File: src/assert_macros.svh
// ----------------------------------------------------------------------------
// assert_macros.svh
// Concurrent assertion shorthands; empty when SYNTH is defined.
// ----------------------------------------------------------------------------
`ifndef ASSERT_MACROS_SVH
`define ASSERT_MACROS_SVH

`ifndef SYNTH

`define ASSERT_IMPLIES(label, clk, rst_n, cond, prop) \
	label: assert property (@(posedge clk) disable iff (!(rst_n)) (cond) |-> (prop)) \
		else $error("assertion failed: implication");

`define ASSERT_NEXT(label, clk, rst_n, cond, prop) \
	label: assert property (@(posedge clk) disable iff (!(rst_n)) (cond) |=> (prop)) \
		else $error("assertion failed: next-cycle implication");

`else

`define ASSERT_IMPLIES(label, clk, rst_n, cond, prop)
`define ASSERT_NEXT(label, clk, rst_n, cond, prop)

`endif

`endif

File: src/mat4_pkg.sv
// ----------------------------------------------------------------------------
// mat4_pkg
// Shared constants and types for the 4x4 matrix multiplier.
// ----------------------------------------------------------------------------
package mat4_pkg;

	localparam int FIELD_W = 32;
	localparam int ROWS    = 4;

	typedef logic [1:0] col_idx_t;

	localparam col_idx_t LAST_COL = 2'd3;

	// control that travels alongside the lane datapath
	typedef struct packed {
		logic valid;
		logic last;
	} pipe_ctrl_t;

endpackage

File: src/mat4_out_if.sv
// ----------------------------------------------------------------------------
// mat4_out_if
// Result channel: one product column with last and saturation flags.
// ----------------------------------------------------------------------------
interface mat4_out_if;

	logic                                 valid;
	logic                                 ready;
	logic signed [mat4_pkg::FIELD_W-1:0] prod_row0;
	logic signed [mat4_pkg::FIELD_W-1:0] prod_row1;
	logic signed [mat4_pkg::FIELD_W-1:0] prod_row2;
	logic signed [mat4_pkg::FIELD_W-1:0] prod_row3;
	logic                                 last_column;
	logic                                 clipped;

	modport source (
		output valid, prod_row0, prod_row1, prod_row2, prod_row3,
		output last_column, clipped,
		input  ready
	);

	modport sink (
		input  valid, prod_row0, prod_row1, prod_row2, prod_row3,
		input  last_column, clipped,
		output ready
	);

endinterface

File: src/mat4_merge.sv
// ----------------------------------------------------------------------------
// mat4_merge
// Gathers the four lane results into one product column, folds the lane
// saturation flags and holds the column in the output register.
// ----------------------------------------------------------------------------
module mat4_merge #(
	parameter int DATA_WIDTH = 32
) (
	input  logic                        clk,
	input  logic                        arst_n,
	input  mat4_pkg::pipe_ctrl_t        ctrl_s3,
	input  logic [DATA_WIDTH-1:0]       lane_res [mat4_pkg::ROWS],
	input  logic [mat4_pkg::ROWS-1:0]   lane_clip,
	output logic                        en,
	mat4_out_if.source                  product
);

	logic                      valid_q;
	logic                      last_q;
	logic                      clipped_q;
	logic [DATA_WIDTH-1:0]     res_q [mat4_pkg::ROWS];

	// the whole pipeline moves when the output register is free
	assign en = !valid_q || product.ready;

	always_ff @(posedge clk or negedge arst_n) begin
		if (!arst_n) begin
			valid_q <= 1'b0;
		end else if (en) begin
			valid_q <= ctrl_s3.valid;
		end
	end

	always_ff @(posedge clk) begin
		if (en && ctrl_s3.valid) begin
			last_q    <= ctrl_s3.last;
			clipped_q <= |lane_clip;
			res_q     <= lane_res;
		end
	end

	assign product.valid       = valid_q;
	assign product.prod_row0   = mat4_pkg::FIELD_W'(res_q[0]);
	assign product.prod_row1   = mat4_pkg::FIELD_W'(res_q[1]);
	assign product.prod_row2   = mat4_pkg::FIELD_W'(res_q[2]);
	assign product.prod_row3   = mat4_pkg::FIELD_W'(res_q[3]);
	assign product.last_column = last_q;
	assign product.clipped     = clipped_q;

endmodule

File: src/flat_wrapper.sv
// flat-port wrapper written by rule: the top's interface ports become plain ports
module mat4_merge_flat 
#(
	parameter int DATA_WIDTH = 32
)
  (clk, arst_n, ctrl_s3, lane_res, lane_clip, en, product_valid, product_prod_row0, product_prod_row1, product_prod_row2, product_prod_row3, product_last_column, product_clipped, product_ready);
  mat4_out_if product_i ();
  input  logic clk;
  input  logic arst_n;
  input  mat4_pkg::pipe_ctrl_t ctrl_s3;
  input  logic [DATA_WIDTH-1:0] lane_res[mat4_pkg::ROWS];
  input  logic [mat4_pkg::ROWS-1:0] lane_clip;
  output logic en;
  output wire logic [$bits(product_i.valid)-1:0] product_valid;
  output wire logic [$bits(product_i.prod_row0)-1:0] product_prod_row0;
  output wire logic [$bits(product_i.prod_row1)-1:0] product_prod_row1;
  output wire logic [$bits(product_i.prod_row2)-1:0] product_prod_row2;
  output wire logic [$bits(product_i.prod_row3)-1:0] product_prod_row3;
  output wire logic [$bits(product_i.last_column)-1:0] product_last_column;
  output wire logic [$bits(product_i.clipped)-1:0] product_clipped;
  input wire logic [$bits(product_i.ready)-1:0] product_ready;
  assign product_valid = product_i.valid;
  assign product_prod_row0 = product_i.prod_row0;
  assign product_prod_row1 = product_i.prod_row1;
  assign product_prod_row2 = product_i.prod_row2;
  assign product_prod_row3 = product_i.prod_row3;
  assign product_last_column = product_i.last_column;
  assign product_clipped = product_i.clipped;
  assign product_i.ready = product_ready;
  mat4_merge #(.DATA_WIDTH(DATA_WIDTH)) u_core (.clk(clk), .arst_n(arst_n), .ctrl_s3(ctrl_s3), .lane_res(lane_res), .lane_clip(lane_clip), .en(en), .product(product_i));
endmodule
File: config.mk
export PLATFORM = sky130hd
export DESIGN_NAME = mat4_merge_flat
export DESIGN_NICKNAME = d
export VERILOG_FILES = /design/src/assert_macros.svh /design/src/mat4_pkg.sv /design/src/mat4_out_if.sv /design/src/mat4_merge.sv /design/src/flat_wrapper.sv
export SDC_FILE = /design/constraint.sdc
export NUM_CORES = 1
export LEC_CHECK = 0
export BUFFER_PORTS_ARGS = -buffer_cell sky130_fd_sc_hd__buf_4
export CORE_MARGIN = 2
export CORE_UTILIZATION = 33
export CTS_CLUSTER_DIAMETER = 50
export DETAILED_ROUTE_END_ITERATION = 10
export PLACE_DENSITY = 0.66
export SLEW_MARGIN = 0
export SYNTH_ARGS = -nofsm -noshare
export SYNTH_HDL_FRONTEND = slang
export SYNTH_SLANG_ARGS = --single-unit
File: constraint.sdc
create_clock -name clk -period 5.5 [get_ports clk]
set_input_delay 0.825 -clock clk [delete_from_list [all_inputs] [get_ports clk]]
set_output_delay 0.825 -clock clk [all_outputs]
set_load 0.05 [all_outputs]
* After elaboration in Yosys (flattened, before gate mapping)
Cells that the tools add are included.
** Word-level totals
- Register bits :: 131
- Output and inout bits :: 132
- Word-level logic and storage cells :: 11
** Cells by class
- Reduce and logical (&&, ||, !) cells :: 4
** Operators with widths (count)
- OR reduction 4 bit :: 1
- logical AND 1 bit :: 1
- logical NOT 1 bit :: 1
- logical OR 1 bit :: 1

* Depth between registers and ports, before layout
- Depth in word-level cells :: 3
- Gate-level depth with buffers :: 2

* Worst setup path before layout
OpenSTA, ideal clock, no wires.
- Kind :: input -> register
- From :: in product_ready
- To :: reg u_core.clipped_q, in the netlist u_core.product.clipped (enable)
- Library setup time :: 0.504 ns
- Path buffers :: 0
- Data required time :: 4.996 ns
- Arrival :: 4.350 ns
- Setup slack :: 0.646 ns
- Cell stages on the path :: 2
- Cells stage by stage :: nand2b_1 and2_1
** On the way
- Word-level cells in the longest chain between the ends :: 2
** RTL lines
- from (decl) :: line flat_wrapper.sv:21 : input wire logic [$bits(product_i.ready)-1:0] product_ready;
- logical OR 1 bit :: line mat4_merge.sv:24 : assign en = !valid_q || product.ready;
- logical AND 1 bit :: line mat4_merge.sv:35 : if (en && ctrl_s3.valid) begin
- to (signal assigned) :: line mat4_merge.sv:37 : clipped_q <= |lane_clip;
- to (decl) :: line mat4_merge.sv:20 : logic clipped_q;
No other way between the ends.
A chain may end at the register's enable or synchronous reset.

* Final worst setup path
- From :: in product_ready
- To :: reg u_core.res_q, in the netlist u_core.product.prod_row3[9] (enable)
** On the way
- Word-level cells in the longest chain between the ends :: 2
** RTL lines
- logical OR 1 bit :: line mat4_merge.sv:24
- logical AND 1 bit :: line mat4_merge.sv:35
- to (signal assigned) :: line mat4_merge.sv:38 : res_q <= lane_res;
- to (decl) :: line mat4_merge.sv:21 : logic [DATA_WIDTH-1:0] res_q [mat4_pkg::ROWS];
No other way between the ends.

==> report_table.html <==
<table>
<tr><th>Metric</th><th>Value</th></tr>
<tr><th colspan="2">Logic synthesis</th></tr>
<tr><td>Part of the Yosys area used for sequential elements</td><td>99.3%</td></tr>
<tr><td>Leading post-synthesis cells by cell area</td><td>sky130_fd_sc_hd__edfxtp_1 99%, sky130_fd_sc_hd__dfrtp_1 0.63%, sky130_fd_sc_hd__nand2b_1 0.32%, sky130_fd_sc_hd__or4_1 0.19%, sky130_fd_sc_hd__and2_1 0.16%</td></tr>
<tr><td>Area fraction of the dominant cell type after synthesis</td><td>98.7%</td></tr>
<tr><td>Count of different cell masters after synthesis</td><td>5</td></tr>
<tr><td>Synth Cell Area</td><td>0.00396 mm2</td></tr>
<tr><td>Synthesized netlist cell count</td><td>135</td></tr>
<tr><td>Share of cell area taken by muxes after synthesis</td><td>0%</td></tr>
<tr><td>Number of storage elements in the synthesis netlist</td><td>131</td></tr>
<tr><td>Compound-cell area share of the yosys netlist</td><td>0%</td></tr>
<tr><td>Share of the synthesized netlist area taken by xor and xnor gates</td><td>0%</td></tr>
<tr><td>Mapped Nets</td><td>between 200 and 300</td></tr>
<tr><td>Fraction of the mapped netlist area in simple logic gates</td><td>0.664%</td></tr>
<tr><td>Adder-cell area share of the yosys netlist</td><td>0%</td></tr>
<tr><td>Dominant cell type by area after synthesis</td><td>sky130_fd_sc_hd__edfxtp_1</td></tr>
<tr><td>Synthesized area per cell</td><td>29.3 um2</td></tr>
<tr><td>Count of synthesis-stage warnings from yosys</td><td>0</td></tr>
<tr><td>Dominant combinational cell family by area after synthesis</td><td>simple AND/OR/NAND/NOR gates</td></tr>
<tr><th colspan="2">Global route</th></tr>
<tr><td>Antenna violations before repair</td><td>0</td></tr>
<tr><td>Grt ovf</td><td>0</td></tr>
<tr><td>Vias in the first global route</td><td>2539</td></tr>
<tr><td>Global-route wire length before repair</td><td>13.3 mm</td></tr>
<tr><td>Total GRT Usage</td><td>between 10% and 20%</td></tr>
<tr><td>Pin count of the biggest net entering global routing</td><td>76</td></tr>
<tr><th colspan="2">Place</th></tr>
<tr><td>Count of port buffers added during placement</td><td>268</td></tr>
<tr><td>Global placement routability congestion</td><td>0.705</td></tr>
<tr><td>Minimum setup slack after placement</td><td>approximately 2.5 ns</td></tr>
<tr><td>Inst Count DP</td><td>547</td></tr>
<tr><th colspan="2">Timing</th></tr>
<tr><td>RSZ-0062 raised after global routing</td><td>false</td></tr>
<tr><td>Final setup fails</td><td>0</td></tr>
<tr><td>Final min period</td><td>2.54 ns</td></tr>
<tr><td>Fmax</td><td>about 390 MHz</td></tr>
<tr><td>Final TNS setup</td><td>0 ns</td></tr>
<tr><td>Setup ws final</td><td>2.96 ns</td></tr>
<tr><td>Actual slew at the worst max-slew pin</td><td>0.935 ns</td></tr>
<tr><td>Slew Limit Headroom</td><td>37.7%</td></tr>
<tr><td>Final clock period utilization by the worst path</td><td>46.2%</td></tr>
<tr><td>Final hold slack</td><td>0.186 ns</td></tr>
<tr><td>Final Hold Fails</td><td>0</td></tr>
<tr><td>Final setup skew</td><td>a little under 0.005 ns</td></tr>
<tr><td>Max-slew violation count</td><td>0</td></tr>
<tr><th colspan="2">Detailed routing</th></tr>
<tr><td>Post-detailed-route via-to-cell ratio</td><td>4.19</td></tr>
<tr><td>Routed wire length</td><td>9.26 mm</td></tr>
<tr><td>Highest metal layer used by the detailed router</td><td>met4</td></tr>
<tr><td>Routed vias</td><td>2427</td></tr>
<tr><td>Met1 Routed Length</td><td>3.32 mm</td></tr>
<tr><td>Routed Antenna Nets</td><td>0</td></tr>
<tr><td>Routed length per placed instance</td><td>16.0 um</td></tr>
<tr><td>Detailed-route DRC error count</td><td>0</td></tr>
<tr><td>Met2 wire length</td><td>4.66 mm</td></tr>
<tr><td>Met3 Wirelength</td><td>between 1 and 1.5 mm</td></tr>
<tr><td>First drt pass iteration count</td><td>4</td></tr>
<tr><td>Number of DRC markers after the initial detailed-route iteration</td><td>94</td></tr>
<tr><th colspan="2">Clock tree</th></tr>
<tr><td>Root Buffer</td><td>sky130_fd_sc_hd__clkbuf_16</td></tr>
<tr><td>Total of cells resized after clock tree synthesis</td><td>0</td></tr>
<tr><td>Number of buffers added by the clock tree synthesis step</td><td>17</td></tr>
<tr><td>Number of buffers between clock root and the deepest sink</td><td>2</td></tr>
<tr><td>CTS tree</td><td>built</td></tr>
<tr><td>H-tree Lvls</td><td>4</td></tr>
<tr><td>Setup repair bufs after CTS</td><td>0</td></tr>
<tr><td>Clock slew at reported path FFs</td><td>0.05 ns</td></tr>
<tr><td>Clock Latency Late Sink</td><td>approximately 0.40 ns</td></tr>
<tr><td>Num Clock Sinks</td><td>131</td></tr>
<tr><td>Hold buffers post-CTS</td><td>0</td></tr>
<tr><th colspan="2">Worst setup path</th></tr>
<tr><td>Worst path required time</td><td>~5.5 ns</td></tr>
<tr><td>Sort of element at the end of the critical path</td><td>register</td></tr>
<tr><td>Critical path type</td><td>input port to register</td></tr>
<tr><td>CP arrival</td><td>2.58 ns</td></tr>
<tr><td>Crit start category</td><td>input port</td></tr>
<tr><td>Largest driver fanout on the critical path</td><td>75</td></tr>
<tr><th colspan="2">Finish</th></tr>
<tr><td>Antenna cells</td><td>0</td></tr>
<tr><td>FF+latch area</td><td>roughly 0.0039 mm2</td></tr>
<tr><td>Area of the multi-input gates</td><td>28.8 um2</td></tr>
<tr><td>Number of filler instances in the final layout</td><td>between 800 and 900</td></tr>
<tr><td>Layout Nets</td><td>560</td></tr>
<tr><td>Non-filler instance count after layout</td><td>579</td></tr>
<tr><td>Layout overhead on the synthesized area</td><td>70.4%</td></tr>
<tr><td>Layout cells sized above 1</td><td>68.3%</td></tr>
<tr><th colspan="2">Pwr</th></tr>
<tr><td>Static leakage power</td><td>0.00284 uW</td></tr>
<tr><td>Power per cell area</td><td>389 mW/mm2</td></tr>
<tr><td>Total power of the final layout</td><td>2620 uW</td></tr>
<tr><td>Maximum ir drop on the vdd rail</td><td>0.218 mV</td></tr>
<tr><th colspan="2">Floorplan</th></tr>
<tr><td>Initial standard-cell utilization of the core</td><td>34.2%</td></tr>
<tr><td>Die width</td><td>113 um</td></tr>
<tr><td>Die area</td><td>~0.013 mm2</td></tr>
<tr><td>Row count</td><td>39</td></tr>
<tr><td>Die H</td><td>113 um</td></tr>
<tr><td>Count of boundary I/O pins</td><td>269</td></tr>
<tr><td>Placeable core region</td><td>0.0116 mm2</td></tr>
<tr><th colspan="2">Status</th></tr>
<tr><td>Result of the run</td><td>completed</td></tr>
<tr><th colspan="2">Run</th></tr>
<tr><td>Max-cap check violation count</td><td>0</td></tr>
<tr><th colspan="2">Hold path</th></tr>
<tr><td>Tightest Hold Check Type</td><td>input port to asynchronous set/reset pin</td></tr>
</table>
==> through the flow <==
step	utilization [%]	instance area, um2
floorplan	-	3960
global placement	53.2	6160
detailed placement	53.2	6160
CTS	58.3	6740
global route	58.3	6740
finish	58.3	6740
==> path summary, 6_finish.rpt <==
kind | startpoint | to | slack [ns] | cells after the start
worst max-delay path | product_ready | u_core.product.prod_row3[9] | 2.96 | 4
worst min-delay path | arst_n | u_core.product.valid | 0.19 | 1
worst max register to register | u_core.product.valid | u_core.product.prod_row3[9] | 3.09 | 3
worst min register to register | u_core.product.valid | u_core.product.valid | 0.55 | 2
max in group asynchronous | arst_n | u_core.product.valid | 5.23 | 1
min in group clk | u_core.product.valid | u_core.product.valid | 0.55 | 2
==> cell families after synthesis <==
group and after synthesis:
DFF 131, and+or+nand+nor 4
==> layer usage <==
| layer | GRT usage (%) | up-vias |
|---|---|---|
| met5 | 0 | - |
| met4 | 8.29 | 0 |
| met3 | 7.44 | 13 |
| met2 | 23.5 | 168 |
| met1 | 14.5 | 1115 |
| li1 | - | 1131 |
==> power breakdown <==
| group | switching (uW) | leakage (uW) | internal (uW) |
|---|---|---|---|
| Combinational | 241 | 0.00130 | 125 |
| Clock | 367 | 0.000290 | 704 |
| Sequential | 14.4 | 0.00125 | 1170 |
==> layout make-up <==
cell class | instances | share of cell area [%]
Timing Repair Buffer | 269 | 30.0
Clock inverter | 4 | 0.669
Clock buffer | 28 | 7.97
Tap cell | 143 | 2.66
Multi-Input combinational cell | 4 | 0.427
Sequential cell | 131 | 58.3
==> flip-flops by register name, summed over array words and instances (netlist names) <==
name,count
u_core.product.valid,1
u_core.product.last_column,1
u_core.product.prod_row1,32
u_core.product.prod_row0,32
u_core.product.clipped,1
u_core.product.prod_row3,32
u_core.product.prod_row2,32
==> critical path: stages <==
cell	delay [ns]
sky130_fd_sc_hd__buf_4	0.07
sky130_fd_sc_hd__nand2b_1	0.13
sky130_fd_sc_hd__and2_4	0.75
sky130_fd_sc_hd__buf_4	0.70
==> cells in the mapped netlist, drive strengths merged <==
library cell	instances
edfxtp	130
dfrtp	1
or4	1
nand2b	2
and2	1
==> placed cells by master, fill, tap and decap left out <==
cell and count:
sky130_fd_sc_hd__clkbuf_16 17, sky130_fd_sc_hd__dfrtp_1 1, sky130_fd_sc_hd__clkbuf_8 7, sky130_fd_sc_hd__or4_1 1
sky130_fd_sc_hd__edfxtp_1 130, sky130_fd_sc_hd__nand2b_1 2, sky130_fd_sc_hd__bufinv_16 1, sky130_fd_sc_hd__buf_4 269
sky130_fd_sc_hd__clkbuf_1 4, sky130_fd_sc_hd__clkinv_2 3, sky130_fd_sc_hd__and2_4 1
Power figures use the tool's default switching activity.
